File: config.mk
export PLATFORM = sky130hd
export DESIGN_NAME = angle_cue_lead_predictor_core
export DESIGN_NICKNAME = d
export VERILOG_FILES = /design/src/sv/acp_pkg.sv /design/src/sv/acp_ram.sv /design/src/sv/acp_div.sv /design/src/sv/acp_mod.sv /design/src/sv/angle_cue_lead_predictor_core.sv
export SDC_FILE = /design/constraint.sdc
export NUM_CORES = 2
export LEC_CHECK = 0
export ABC_AREA = 0
export BUFFER_PORTS_ARGS = -buffer_cell sky130_fd_sc_hd__buf_2
export CAP_MARGIN = 20
export CORE_ASPECT_RATIO = 1.1
export CORE_MARGIN = 2
export CORE_UTILIZATION = 55
export CTS_CLUSTER_SIZE = 10
export DETAILED_ROUTE_END_ITERATION = 10
export PLACE_DENSITY_LB_ADDON = 0.12
export SETUP_SLACK_MARGIN = 0.05
export SLEW_MARGIN = 20
export SYNTH_ARGS = -nofsm -noshare
export SYNTH_HDL_FRONTEND = slang
export SYNTH_SLANG_ARGS = --single-unit
File: constraint.sdc
create_clock -name clk -period 9.4 [get_ports clk]
set_clock_uncertainty 0.05 [all_clocks]
set_input_delay 0.94 -clock clk [delete_from_list [all_inputs] [get_ports clk]]
set_output_delay 0.94 -clock clk [all_outputs]
set_load 0.01 [all_outputs]
File: src/sv/acp_pkg.sv
// Shared constants, command codes and small angle helpers for the angle cue lead predictor.
package acp_pkg;

  // Command codes carried on in_cmd.
  typedef enum logic [1:0] {
    CMD_UPDATE  = 2'd0,
    CMD_RELEASE = 2'd1,
    CMD_CLEAR   = 2'd2,
    CMD_NONE    = 2'd3
  } cmd_t;

  // Angle units are 1/128 degree.
  localparam int HALF_TURN    = 23040;
  localparam int FULL_TURN    = 46080;
  localparam int QUARTER_TURN = 11520;
  localparam int US_PER_S     = 1000000;
  localparam logic [31:0] RATE_MAX = 32'h7FFF_FFFF;

  // Datapath widths of the serial units.
  localparam int NUM_W  = 40;  // product magnitude fed to the divider
  localparam int DEN_W  = 24;  // dt_us width
  localparam int MOD_W  = 42;  // magnitude fed to the angle reduction unit
  localparam int MOD_RW = 16;  // remainder width, holds values below FULL_TURN
  localparam int ID_W   = 64;
  localparam int AZ_W   = 16;
  localparam int EL_W   = 15;

  // Wrap a small azimuth (well inside two turns) into [-180, 180).
  function automatic logic signed [AZ_W-1:0] wrap_small(input logic signed [18:0] x);
    logic signed [19:0] y;
    y = 20'(x) + 20'sd23040;
    if (y < 0) y = y + 20'sd46080;
    if (y < 0) y = y + 20'sd46080;
    if (y >= 20'sd46080) y = y - 20'sd46080;
    if (y >= 20'sd46080) y = y - 20'sd46080;
    return AZ_W'(y - 20'sd23040);
  endfunction

  // Clamp an elevation to +/- 90 degrees.
  function automatic logic signed [EL_W-1:0] clamp_el(input logic signed [MOD_W-1:0] x);
    logic signed [MOD_W-1:0] r;
    r = x;
    if (x > MOD_W'(QUARTER_TURN)) r = MOD_W'(QUARTER_TURN);
    if (x < -MOD_W'(QUARTER_TURN)) r = -MOD_W'(QUARTER_TURN);
    return EL_W'(r);
  endfunction

endpackage

File: src/sv/acp_ram.sv
// Generic single-port-write, registered-read RAM.
module acp_ram
  #(
    parameter int WIDTH = 8,
    parameter int DEPTH = 16,
    parameter int AW    = (DEPTH > 1) ? $clog2(DEPTH) : 1
  ) (
    input  logic             clk,
    input  logic             we,
    input  logic [AW-1:0]    waddr,
    input  logic [WIDTH-1:0] wdata,
    input  logic [AW-1:0]    raddr,
    output logic [WIDTH-1:0] rdata
  );

  logic [WIDTH-1:0] mem_r [DEPTH];
  logic [WIDTH-1:0] rdata_r;

  // Write port and registered read port.
  always_ff @(posedge clk) begin
    if (we) begin
      mem_r[waddr] <= wdata;
    end
    rdata_r <= mem_r[raddr];
  end

  assign rdata = rdata_r;

endmodule

File: src/sv/acp_div.sv
// Bit-serial restoring divider for unsigned magnitudes, one quotient bit per cycle.
module acp_div
  import acp_pkg::*;
  (
    input  logic             clk,
    input  logic             rst_n,
    input  logic             start,
    input  logic [NUM_W-1:0] num,
    input  logic [DEN_W-1:0] den,
    output logic             done,
    output logic [NUM_W-1:0] quo
  );

  localparam int CW = $clog2(NUM_W + 1);

  logic [NUM_W-1:0] q_r, q_nxt;
  logic [DEN_W-1:0] rem_r, rem_nxt;
  logic [DEN_W-1:0] den_r;
  logic [CW-1:0]    cnt_r;
  logic             run_r;
  logic             done_r;
  logic [DEN_W:0]   trial;
  logic             ge;

  // One restoring step: shift in the next numerator bit and try the divisor.
  always_comb begin
    trial   = {rem_r, q_r[NUM_W-1]};
    ge      = (trial >= {1'b0, den_r});
    rem_nxt = ge ? DEN_W'(trial - {1'b0, den_r}) : DEN_W'(trial);
    q_nxt   = {q_r[NUM_W-2:0], ge};
  end

  // Step counter and control.
  always_ff @(posedge clk) begin
    if (!rst_n) begin
      run_r  <= 1'b0;
      done_r <= 1'b0;
      cnt_r  <= '0;
    end else begin
      done_r <= 1'b0;
      if (start) begin
        run_r <= 1'b1;
        cnt_r <= '0;
      end else if (run_r) begin
        cnt_r <= cnt_r + 1'b1;
        if (cnt_r == CW'(NUM_W - 1)) begin
          run_r  <= 1'b0;
          done_r <= 1'b1;
        end
      end
    end
  end

  // Shift registers for the numerator/quotient and the partial remainder.
  always_ff @(posedge clk) begin
    if (start) begin
      q_r   <= num;
      rem_r <= '0;
      den_r <= den;
    end else if (run_r) begin
      q_r   <= q_nxt;
      rem_r <= rem_nxt;
    end
  end

  assign done = done_r;
  assign quo  = q_r;

endmodule

File: src/sv/acp_mod.sv
// Bit-serial reduction of an unsigned magnitude modulo one full turn.
module acp_mod
  import acp_pkg::*;
  (
    input  logic              clk,
    input  logic              rst_n,
    input  logic              start,
    input  logic [MOD_W-1:0]  val,
    output logic              done,
    output logic [MOD_RW-1:0] rem
  );

  localparam int CW = $clog2(MOD_W + 1);

  logic [MOD_W-1:0]  v_r;
  logic [MOD_RW-1:0] rem_r, rem_nxt;
  logic [CW-1:0]     cnt_r;
  logic              run_r;
  logic              done_r;
  logic [MOD_RW:0]   trial;

  // The remainder stays below one turn, so one compare and subtract suffices.
  always_comb begin
    trial   = {rem_r, v_r[MOD_W-1]};
    rem_nxt = (trial >= (MOD_RW + 1)'(FULL_TURN))
              ? MOD_RW'(trial - (MOD_RW + 1)'(FULL_TURN)) : MOD_RW'(trial);
  end

  // Control.
  always_ff @(posedge clk) begin
    if (!rst_n) begin
      run_r  <= 1'b0;
      done_r <= 1'b0;
      cnt_r  <= '0;
    end else begin
      done_r <= 1'b0;
      if (start) begin
        run_r <= 1'b1;
        cnt_r <= '0;
      end else if (run_r) begin
        cnt_r <= cnt_r + 1'b1;
        if (cnt_r == CW'(MOD_W - 1)) begin
          run_r  <= 1'b0;
          done_r <= 1'b1;
        end
      end
    end
  end

  // Input shift register and remainder.
  always_ff @(posedge clk) begin
    if (start) begin
      v_r   <= val;
      rem_r <= '0;
    end else if (run_r) begin
      v_r   <= {v_r[MOD_W-2:0], 1'b0};
      rem_r <= rem_nxt;
    end
  end

  assign done = done_r;
  assign rem  = rem_r;

endmodule

File: src/sv/angle_cue_lead_predictor_core.sv
// Top level of the angle cue lead predictor: target table, sequencer and lead arithmetic.
//
// Usage: an item is taken on a rising edge with start high and busy low. Update
// (cmd 0) yields one result beat, strobed by out_valid for exactly one cycle;
// release (cmd 1), clear (cmd 2) and cmd 3 yield none. The receiver cannot stall,
// so the result is simply presented for that one cycle.
// The target table sits in a RAM of MAX_TARGETS entries with a valid flag per entry
// in flip-flops. Each release or update scans the table one entry per cycle.
// With prediction an update runs two multiply and divide passes through two
// bit-serial dividers (azimuth and elevation lanes) and one serial reduction of the
// lead azimuth.
// busy is high while an item is in work; the result strobe appears in the first
// cycle that busy is low again, and a new item may be taken in that same cycle.
// Configuration: cfg_ready is always high; the user must write cfg_cue_latency_us
// only while the block is idle, which the block does not enforce. Reset (rst_n low,
// synchronous) empties the table, sets the latency to 100000 us and leaves the block idle.
module angle_cue_lead_predictor_core
  import acp_pkg::*;
  #(
    parameter int MAX_TARGETS = 16
  ) (
    input  logic                    clk,
    input  logic                    rst_n,
    input  logic                    start,
    output logic                    busy,
    input  logic [1:0]              in_cmd,
    input  logic [63:0]             in_target_id,
    input  logic signed [16:0]      in_meas_azimuth,
    input  logic signed [15:0]      in_meas_elevation,
    input  logic [23:0]             in_dt_us,
    output logic                    out_valid,
    output logic signed [15:0]      out_cmd_azimuth,
    output logic signed [14:0]      out_cmd_elevation,
    output logic signed [31:0]      out_rate_azimuth,
    output logic signed [31:0]      out_rate_elevation,
    output logic                    out_used_prediction,
    output logic                    out_table_full,
    input  logic                    cfg_valid,
    output logic                    cfg_ready,
    input  logic [23:0]             cfg_cue_latency_us
  );

  localparam int IW   = (MAX_TARGETS > 1) ? $clog2(MAX_TARGETS) : 1;
  localparam int CW   = $clog2(MAX_TARGETS + 1);
  localparam int ENT_W = ID_W + AZ_W + EL_W;

  typedef enum logic [7:0] {
    S_IDLE   = 8'b0000_0001,
    S_SCAN   = 8'b0000_0010,
    S_DECIDE = 8'b0000_0100,
    S_MUL    = 8'b0000_1000,
    S_DIVGO  = 8'b0001_0000,
    S_DIVW   = 8'b0010_0000,
    S_MODGO  = 8'b0100_0000,
    S_MODW   = 8'b1000_0000
  } state_t;

  state_t state_r;

  // Captured item and configuration.
  logic [1:0]              cmd_r;
  logic [ID_W-1:0]         id_r;
  logic signed [16:0]      maz_r;
  logic signed [15:0]      mel_r;
  logic [DEN_W-1:0]        dt_r;
  logic [23:0]             lat_r;

  // Table state.
  logic [MAX_TARGETS-1:0]  valid_r;
  logic [CW-1:0]           cnt_r;
  logic                    chk_v_r;
  logic [IW-1:0]           chk_idx_r;
  logic                    hit_r, free_r;
  logic [IW-1:0]           hit_idx_r, free_idx_r;
  logic signed [AZ_W-1:0]  saz_r;
  logic signed [EL_W-1:0]  sel_r;

  // Arithmetic lanes.
  logic                    phase_r;
  logic                    neg_az_r, neg_el_r;
  logic [15:0]             mag_az_r;
  logic [16:0]             mag_el_r;
  logic [NUM_W-1:0]        prod_az_r, prod_el_r;
  logic                    yneg_r;
  logic [MOD_W-1:0]        ymag_r;

  // Result registers.
  logic                    out_valid_r;
  logic signed [AZ_W-1:0]  caz_r;
  logic signed [EL_W-1:0]  cel_r;
  logic signed [31:0]      raz_r, rel_r;
  logic                    used_r, full_r;

  // RAM signals.
  logic                    ram_we;
  logic [IW-1:0]           ram_waddr;
  logic [ENT_W-1:0]        ram_wdata;
  logic [IW-1:0]           ram_raddr;
  logic [ENT_W-1:0]        ram_rdata;
  logic [ID_W-1:0]         rd_id;
  logic signed [AZ_W-1:0]  rd_az;
  logic signed [EL_W-1:0]  rd_el;

  // Serial units.
  logic                    div_start, div_done_az, div_done_el;
  logic [NUM_W-1:0]        quo_az, quo_el;
  logic                    mod_start, mod_done;
  logic [MOD_RW-1:0]       mod_rem;

  // Combinational helpers.
  logic signed [AZ_W-1:0]  caz0;
  logic signed [EL_W-1:0]  cel0;
  logic signed [AZ_W-1:0]  daz;
  logic signed [16:0]      del;
  logic                    pred;
  logic [23:0]             factor;
  logic signed [NUM_W:0]   qs_az, qs_el;
  logic signed [MOD_W-1:0] x_az, y_az, x_el;
  logic [31:0]             rmag_az, rmag_el;
  logic [MOD_RW-1:0]       wrap_pos;

  assign busy      = (state_r != S_IDLE);
  assign cfg_ready = 1'b1;

  // Table RAM: id, wrapped azimuth and clamped elevation per entry.
  acp_ram #(.WIDTH(ENT_W), .DEPTH(MAX_TARGETS), .AW(IW)) u_ram (
    .clk   (clk),
    .we    (ram_we),
    .waddr (ram_waddr),
    .wdata (ram_wdata),
    .raddr (ram_raddr),
    .rdata (ram_rdata)
  );

  assign rd_id = ram_rdata[ENT_W-1 -: ID_W];
  assign rd_az = ram_rdata[EL_W +: AZ_W];
  assign rd_el = ram_rdata[EL_W-1:0];
  assign ram_raddr = cnt_r[IW-1:0];
  assign ram_we    = (state_r == S_DECIDE) && (cmd_r == CMD_UPDATE) && (hit_r || free_r);
  assign ram_waddr = hit_r ? hit_idx_r : free_idx_r;
  assign ram_wdata = {id_r, caz0, cel0};

  // Azimuth and elevation lanes of the divider.
  acp_div u_div_az (
    .clk (clk), .rst_n (rst_n), .start (div_start),
    .num (prod_az_r), .den (dt_r), .done (div_done_az), .quo (quo_az)
  );

  acp_div u_div_el (
    .clk (clk), .rst_n (rst_n), .start (div_start),
    .num (prod_el_r), .den (dt_r), .done (div_done_el), .quo (quo_el)
  );

  // Final wrap of the lead azimuth.
  acp_mod u_mod (
    .clk (clk), .rst_n (rst_n), .start (mod_start),
    .val (ymag_r), .done (mod_done), .rem (mod_rem)
  );

  assign div_start = (state_r == S_DIVGO);
  assign mod_start = (state_r == S_MODGO);

  // Plain angles, deltas and the signed quotients.
  always_comb begin
    caz0   = wrap_small(19'(maz_r));
    cel0   = clamp_el(MOD_W'(mel_r));
    daz    = wrap_small(19'(maz_r) - 19'(saz_r));
    del    = 17'(mel_r) - 17'(sel_r);
    pred   = hit_r && (dt_r != '0) && (lat_r != '0);
    factor = phase_r ? lat_r : 24'(US_PER_S);
    qs_az  = neg_az_r ? -$signed({1'b0, quo_az}) : $signed({1'b0, quo_az});
    qs_el  = neg_el_r ? -$signed({1'b0, quo_el}) : $signed({1'b0, quo_el});
    x_az   = MOD_W'(maz_r) + MOD_W'(qs_az);
    y_az   = x_az + MOD_W'(HALF_TURN);
    x_el   = MOD_W'(mel_r) + MOD_W'(qs_el);
    rmag_az = (quo_az > NUM_W'(RATE_MAX)) ? RATE_MAX : quo_az[31:0];
    rmag_el = (quo_el > NUM_W'(RATE_MAX)) ? RATE_MAX : quo_el[31:0];
    wrap_pos = (yneg_r && (mod_rem != '0)) ? MOD_RW'(FULL_TURN) - mod_rem
             : (yneg_r ? '0 : mod_rem);
  end

  // Control sequencer and table flags.
  always_ff @(posedge clk) begin
    if (!rst_n) begin
      state_r     <= S_IDLE;
      valid_r     <= '0;
      lat_r       <= 24'd100000;
      out_valid_r <= 1'b0;
      cnt_r       <= '0;
      chk_v_r     <= 1'b0;
      hit_r       <= 1'b0;
      free_r      <= 1'b0;
      phase_r     <= 1'b0;
    end else begin
      out_valid_r <= 1'b0;
      if (cfg_valid && cfg_ready) begin
        lat_r <= cfg_cue_latency_us;
      end
      case (state_r)
        S_IDLE: begin
          if (start) begin
            cnt_r   <= '0;
            chk_v_r <= 1'b0;
            hit_r   <= 1'b0;
            free_r  <= 1'b0;
            phase_r <= 1'b0;
            if (in_cmd == CMD_CLEAR) begin
              valid_r <= '0;
            end else if (in_cmd == CMD_UPDATE || in_cmd == CMD_RELEASE) begin
              state_r <= S_SCAN;
            end
          end
        end
        S_SCAN: begin
          // One entry read per cycle; the compare uses the previous cycle's read.
          chk_v_r   <= (cnt_r < CW'(MAX_TARGETS));
          chk_idx_r <= cnt_r[IW-1:0];
          if (cnt_r < CW'(MAX_TARGETS)) begin
            cnt_r <= cnt_r + 1'b1;
          end
          if (chk_v_r) begin
            if (valid_r[chk_idx_r]) begin
              if (!hit_r && rd_id == id_r) begin
                hit_r     <= 1'b1;
                hit_idx_r <= chk_idx_r;
                saz_r     <= rd_az;
                sel_r     <= rd_el;
              end
            end else if (!free_r) begin
              free_r     <= 1'b1;
              free_idx_r <= chk_idx_r;
            end
          end
          if (cnt_r == CW'(MAX_TARGETS) && !chk_v_r) begin
            state_r <= S_DECIDE;
          end
        end
        S_DECIDE: begin
          if (cmd_r == CMD_RELEASE) begin
            if (hit_r) begin
              valid_r[hit_idx_r] <= 1'b0;
            end
            state_r <= S_IDLE;
          end else begin
            if (hit_r) begin
              valid_r[hit_idx_r] <= 1'b1;
            end else if (free_r) begin
              valid_r[free_idx_r] <= 1'b1;
            end
            if (pred) begin
              state_r <= S_MUL;
            end else begin
              out_valid_r <= 1'b1;
              state_r     <= S_IDLE;
            end
          end
        end
        S_MUL: begin
          state_r <= S_DIVGO;
        end
        S_DIVGO: begin
          state_r <= S_DIVW;
        end
        S_DIVW: begin
          if (div_done_az && div_done_el) begin
            if (!phase_r) begin
              phase_r <= 1'b1;
              state_r <= S_MUL;
            end else begin
              state_r <= S_MODGO;
            end
          end
        end
        S_MODGO: begin
          state_r <= S_MODW;
        end
        S_MODW: begin
          if (mod_done) begin
            out_valid_r <= 1'b1;
            state_r     <= S_IDLE;
          end
        end
        default: begin
          state_r <= S_IDLE;
        end
      endcase
    end
  end

  // Payload registers: captured item, lane operands and result fields.
  always_ff @(posedge clk) begin
    if (state_r == S_IDLE && start) begin
      cmd_r <= in_cmd;
      id_r  <= in_target_id;
      maz_r <= in_meas_azimuth;
      mel_r <= in_meas_elevation;
      dt_r  <= in_dt_us;
    end
    case (state_r)
      S_DECIDE: begin
        neg_az_r <= daz[AZ_W-1];
        neg_el_r <= del[16];
        mag_az_r <= daz[AZ_W-1] ? 16'(-daz) : 16'(daz);
        mag_el_r <= del[16] ? 17'(-del) : 17'(del);
        caz_r    <= caz0;
        cel_r    <= cel0;
        raz_r    <= '0;
        rel_r    <= '0;
        used_r   <= pred;
        full_r   <= !hit_r && !free_r;
      end
      S_MUL: begin
        prod_az_r <= NUM_W'(mag_az_r) * NUM_W'(factor);
        prod_el_r <= NUM_W'(mag_el_r) * NUM_W'(factor);
      end
      S_DIVW: begin
        if (div_done_az && div_done_el) begin
          if (!phase_r) begin
            raz_r <= neg_az_r ? -$signed(rmag_az) : $signed(rmag_az);
            rel_r <= neg_el_r ? -$signed(rmag_el) : $signed(rmag_el);
          end else begin
            yneg_r <= y_az[MOD_W-1];
            ymag_r <= y_az[MOD_W-1] ? MOD_W'(-y_az) : MOD_W'(y_az);
            cel_r  <= clamp_el(x_el);
          end
        end
      end
      S_MODW: begin
        if (mod_done) begin
          caz_r <= AZ_W'($signed({1'b0, wrap_pos}) - 17'sd23040);
        end
      end
      default: begin
      end
    endcase
  end

  assign out_valid           = out_valid_r;
  assign out_cmd_azimuth     = caz_r;
  assign out_cmd_elevation   = cel_r;
  assign out_rate_azimuth    = raz_r;
  assign out_rate_elevation  = rel_r;
  assign out_used_prediction = used_r;
  assign out_table_full      = full_r;

endmodule
# == After elaboration in Yosys (flattened, before gate mapping) ==
# Memory sizes are Yosys's and may differ from the RTL's. A register that Yosys moved wholly into a read port is not among the register bits.
# Cells that the tools add are included.
# totals
register_bits,713
ram_bits,1520
wordCells,303
n_memories,1
# classes
addsub,33
multipliers,2
order_cmp,23
eq_ne,33
muxes,100
bitwise,10
reduce_logical,49
# memory_table
memory,words,width,read_ports,rd_ports_with_merged_regs,wr,line,source
u_ram.mem_r,16,95,1,1,1,acp_ram.sv:16,logic [WIDTH-1:0] mem_r [DEPTH];
# ops
cell,n
$mux 32,8
$mux 16,13
$mux 40,4
$pmux 32 s2,2
$mux 41,3
$mux 20,6
$mux 15,7
$mux 42,2
$neg 40->41,2
$ge 20x17->1 const B,4
$gt 40x31->1 const B,2
$sub 16x16->16 const B,5
$mux 24,3
$eq 64x64->1,1
$neg 32->32,2
$pmux 16 s2,2
$pmux 8 s8,1
$ge 25x24->1,2
$mux 8,6
$reduce_bool 24->1,2
$sub 24x24->24,2
$add 16x41->42,1
$add 17x41->42,1
$add 42x16->42 const B,1
70 further kinds,168

# == Longest topological paths before layout ==
# logic_depth
word_depth,13
ltp_mapped,40
ltp_nobuf,38

# == Modules after synthesis ==
# From an unflattened synthesis, not the netlist that was laid out.
# unflattened
hier_cells,9617
area_unflattened_um2,127791.3
# modules_own_cells
mod,n_inst,cells_each,area_per_inst_um2,seq_area_each_um2
acp_ram,1,2434,58693.8,47545.6
angle_cue_lead_predictor_core,1,6051,55896.1,13803.2
acp_div,2,453,5123.7,2562.5
acp_mod,1,226,2954.1,1741.7

# == Least setup slack after synthesis ==
# Ideal clock, no wire load.
# synth_path
path_type,register to register
start,register u_div_az.q_r[4] (netlist: u_div_az.quo[4])
end,"register ymag_r[40], data pin"
setup_time_ps,266
t_arrival_ps,8097
required_ps,9084
path_slack_ps,987
stages_incl_launch_ff,32
path_buffers,2
period_less_slack_ps,8413
cell_sequence,edfxtp_1 > or3_1 > nor2_1 > nand2_1 > or3_1 > or3_1 > or3_1 > or4b_1 > or3_1 > or4b_1 > or3_1 > clkbuf_1 > or3_1 > nand2_1 > xnor2_1 > ha_1 > ha_1 > nand3_1 > nor2_1 > nand2_1 > a2111oi_0 > nor4_1 > o21bai_1 > o311ai_0 > o41ai_1 > o2111ai_1 > a21oi_1 > xnor2_1 > inv_1 > clkbuf_1 > o41ai_1 > xnor2_1
# synth_between
word_cells_on_any_way,6
# synth_lines
item,line,source
start: declaration,acp_div.sv:16,"logic [NUM_W-1:0] q_r, q_nxt;"
start signal: assignment,acp_div.sv:57,q_r <= num;
start signal: assignment,acp_div.sv:61,q_r <= q_nxt;
$neg 40->41,angle_cue_lead_predictor_core.sv:171,"qs_az = neg_az_r ? -$signed({1'b0, quo_az}) : $signed({1'b0, quo_az});"
$mux 41 (*),angle_cue_lead_predictor_core.sv:171,
$add 17x41->42 (*),angle_cue_lead_predictor_core.sv:173,x_az = MOD_W'(maz_r) + MOD_W'(qs_az);
$add 42x16->42 (*),angle_cue_lead_predictor_core.sv:174,y_az = x_az + MOD_W'(HALF_TURN);
named net y_az[41],angle_cue_lead_predictor_core.sv:118,"logic signed [MOD_W-1:0] x_az, y_az, x_el;"
$mux 41 (*),angle_cue_lead_predictor_core.sv:323,ymag_r <= y_az[MOD_W-1] ? MOD_W'(-y_az) : MOD_W'(y_az);
end signal: assignment,angle_cue_lead_predictor_core.sv:323,
end: declaration,angle_cue_lead_predictor_core.sv:85,logic [MOD_W-1:0] ymag_r;
# The timed path passes the listed nets; every way through them passes the cells marked *.
# A chain may end at the register's enable or synchronous reset.

# == Worst setup path after layout ==
# layout_path
start,register u_div_az.q_r[2] (netlist: u_div_az.quo[2])
end,"register ymag_r[38], data pin"
# layout_between
elab_chain_len,6
# layout_lines
item,line
$neg 40->41,angle_cue_lead_predictor_core.sv:171
$mux 41 (*),angle_cue_lead_predictor_core.sv:171
$add 17x41->42 (*),angle_cue_lead_predictor_core.sv:173
$add 42x16->42 (*),angle_cue_lead_predictor_core.sv:174
$neg 42->42,angle_cue_lead_predictor_core.sv:323
$mux 41 (*),angle_cue_lead_predictor_core.sv:323
# Mark *: on every way between the ends. The rest lies on a longest branch, timed or not.

==> impl_metrics.yaml <==
finish:
  layout_common_cells: "2,087 x edfxtp_1, 1,246 x nand2_1, 909 x inv_1, 640 x fa_1, 480 x mux4_2"
  final_common_cell: "edfxtp_1"
  fin_area_um2: 140000
  syn_to_final_growth_pct: 10.9
  layoutNonFillerInstCount: 13110
  nFillCells: 17381
  layout-drive-gt1-share_pct: 14.0
  fin_nets: 11099
pwr:
  power_switching_mw: 8.57
  switching_share_pct: 28.9
  sequentialPowerShare_pct: 43.2
  ir_drop_mv: 0.359
  p_clk_share_pct: 33.7
  leakagePower_nw: 52.4
  cellPowerDensity_nw_per_um2: 211
  p_comb_share_pct: 23.1
  p_int_mw: 21.1
critical_path:
  start_kind: "flip-flop"
  cp.required_ns: 9.99
  end_kind: "flip-flop"
  max_stage_delay_ns: 0.59
  critPathBufInv: 1
  r2r_setup_slack_ns: 0.57
  slowest_stage: "or4b_1"
  worstPathArrival_ns: 9.42
  r2r-start: "u_div_az.quo[2]"
  cpLargestDelayFamily: "simple AND/OR/NAND/NOR gates"
  cp_max_fo: 17
  r2r_end: "ymag_r[38]"
  path_common_cell: "or3_1"
  reg2regPathDepth: 29
  crit_type: "reg -> reg"
place:
  portBuffers: 249
  dpl_cell_area_um2: 132000
  dp_cells: 12609
  dp_hpwl_um: 210000
  place.gp.congestion: 0.905
yosys:
  synth.area.top_cells: "edfxtp_1 50%, fa_1 10%, mux4_2 8.6%"
  netlist_instances: 9539
  ys_seq_elements: 2328
  ys_warn_count: 0
  synth_top_area_share_pct: 49.6
  avgSynthCellArea_um2: 13.3
  syn-num-nets: 10805
  synth_cell_type_count: 104
  ys_seq_area_share_pct: 53.4
  synthArstFlopShare_pct: 0
  synth_largest_area_cell: "edfxtp_1"
  synth_edf_count: 2087
  synth_area_um2: 126000
  dominantRegCellSynth: "edfxtp_1"
timing:
  rsz0062_at_grt: "no"
  slew_headroom_pct: 23.5
  worst_pin_slew_ns: 1.15
  whs_ns: 0.118
  finalHoldViolCount: 0
  fin_tns_setup_ns: 0
  period_needed_ns: 8.83
  setup_viol: 0
  fmax_ghz: 0.113
  fin_crit_sh_pct: 94.0
  maxSlewViolCount: 0
clock_network:
  cts_sinks: 2328
  clockBufferDepth: 4
  hold_buffers: 0
  htreeDepth: 5
  cts_made_buffers: 290
  cts_tree: "yes"
  cts-root-buf: "clkbuf_16"
  clock_latency_ns: 0.95
  path_clk_slew_ns: 0.06
  cts_setup_buffers: 0
min_path:
  worstHoldEndpoint: "id_r[44]"
  holdPathStages: 1
  worstHoldPathType: "in -> reg"
  min_from: "in_target_id[44]"
detailed_routing:
  drt_iter0_drc: 7433
  vias_per_cell: 6.01
  drt-pass1-iter-count: 7
  via_count: 78730
  ant_nets: 0
  routed_wire_length_per_instance_um: 24.6
  wl_um: 322000
  route.detailed.drc: 0
floorplanning:
  rows: 184
  boundaryPins: 251
  die_height_um: 507
  die_w_um: 461
  die_area_um2: 234000
  start_util_pct: 55.3
  coreArea_um2: 229000
flow_run:
  cap_viol_max_count: 0
global_route:
  grt_pass1_wl_um: 490000
  track_usage_pct: 27.8
  grt_pass1_vias: 80142
  grt_start_max_net_pins: 134
  overflow: 0
  grt_antenna_before_repair: 33
status:
  status: "completed"
worst reg2reg max path: cells and delay by family (launching register included):
kind / cells / cell delay (ns)
xor+xnor: 3 / 0.44
fa+ha+maj: 2 / 0.68
flops: 1 / 0.48
compound gates: 7 / 1.79
simple gates: 16 / 4.84
buf+inv: 1 / 0.32
how the worst max path moves through the flow:
stage / end / start / slack (ns) / cells past startpoint
after floorplan: ymag_r[40] / u_div_az.quo[4] / 0.99 / 31
after global placement: ymag_r[32] / u_div_az.quo[4] / 0.42 / 29
after detailed placement: mag_az_r[10] / maz_r[7] / 0.31 / 29
after CTS: mag_az_r[10] / maz_r[7] / 0.30 / 34
after global routing: ymag_r[7] / u_div_az.quo[2] / 0.06 / 29
final: ymag_r[38] / u_div_az.quo[2] / 0.57 / 29
final cells by class:
class / count / area [um^2] / share of cell area [%]
antenna: 24 / 60.1 / 0.0429
clock buffer: 454 / 8060 / 5.75
clock inverter: 22 / 251 / 0.179
inverter: 913 / 3440 / 2.45
multi-input combinational: 5850 / 54100 / 38.6
sequential: 2328 / 67500 / 48.2
tap: 3069 / 3840 / 2.74
timing repair buffer: 450 / 2890 / 2.06
synth_stat cells, drive strengths merged, types with 44 or more instances:
library cell and number:
a211oi 52, a21o 61, a21oi 278, and2 96, and3 199, buf 54, clkbuf 394, dfxtp 241
edfxtp 2087, fa 640, ha 475, inv 913, mux2i 96, mux4 480, nand2 1248, nand2b 50
nand3 83, nand4 44, nor2 467, nor2b 62, nor3 100, nor4 58, o21ai 306, or3 67
xnor2 320, xor2 115
power by group through the flow:
stage | Combinational (mW) | Clock [mW] | Sequential (mW)
after floorplan | 4.92 | 0 | 12.9
after global placement | 6.50 | 0 | 13.0
after detailed placement | 6.69 | 0 | 13.0
after CTS | 6.73 | 10.2 | 12.8
after global routing | 7.60 | 10.6 | 12.8
final | 6.86 | 9.98 | 12.8
state kept, by name (all words and copies together), names as in the netlist, 32 cells and up:
register            count
u_ram.mem_r          1520
u_ram.rdata            95
id_r                   64
u_mod.v_r              42
ymag_r                 42
prod_az_r              40
prod_el_r              40
u_div_az.quo           40
u_div_el.quo           40
out_rate_azimuth       32
out_rate_elevation     32
logic make-up after synthesis:
group	Yosys count	synth area share (%)
muxes	584	9.39
other	1	0.00297
and+or+nand+nor	2597	9.46
adders and majority gates	1115	14.8
buffers and inverters	1361	4.07
DFF	2328	53.4
AOI/OAI and AO/OA	1118	5.81
xor gates and xnor gates	435	3.04
stage by stage:
| stage | total power, mW | util (%) | setup slack [ns] |
|---|---|---|---|
| 4_1_cts | 29.7 | 61.2 | 0.300 |
| 3_5_place_dp | 19.7 | 57.6 | 0.310 |
| 3_3_place_gp | 19.5 | 57.6 | 0.422 |
| 2_1_floorplan | 17.8 | - | 0.987 |
| 6_report | 29.6 | 61.3 | 0.568 |
| 5_1_grt | 31.0 | 61.3 | 0.0584 |
routing by layer:
metal  global-route usage (%)  part of all wire, %  vias to the layer above
li1                         -                    -                    34847
met1                     36.7                   39                    40418
met2                     47.4                   50                     2866
met3                     3.93                  6.4                      595
met4                     9.68                  3.7                        4
met5                        0               0.0068                        -
repair_timing:
item / 4_1_cts / 5_1_grt
endpoints found under the hold margin: 0 / 0
endpoints found under the setup margin: 0 / 57
gates resized for setup: 0 / 15
Note: power is estimated with default switching activity, not from simulation.
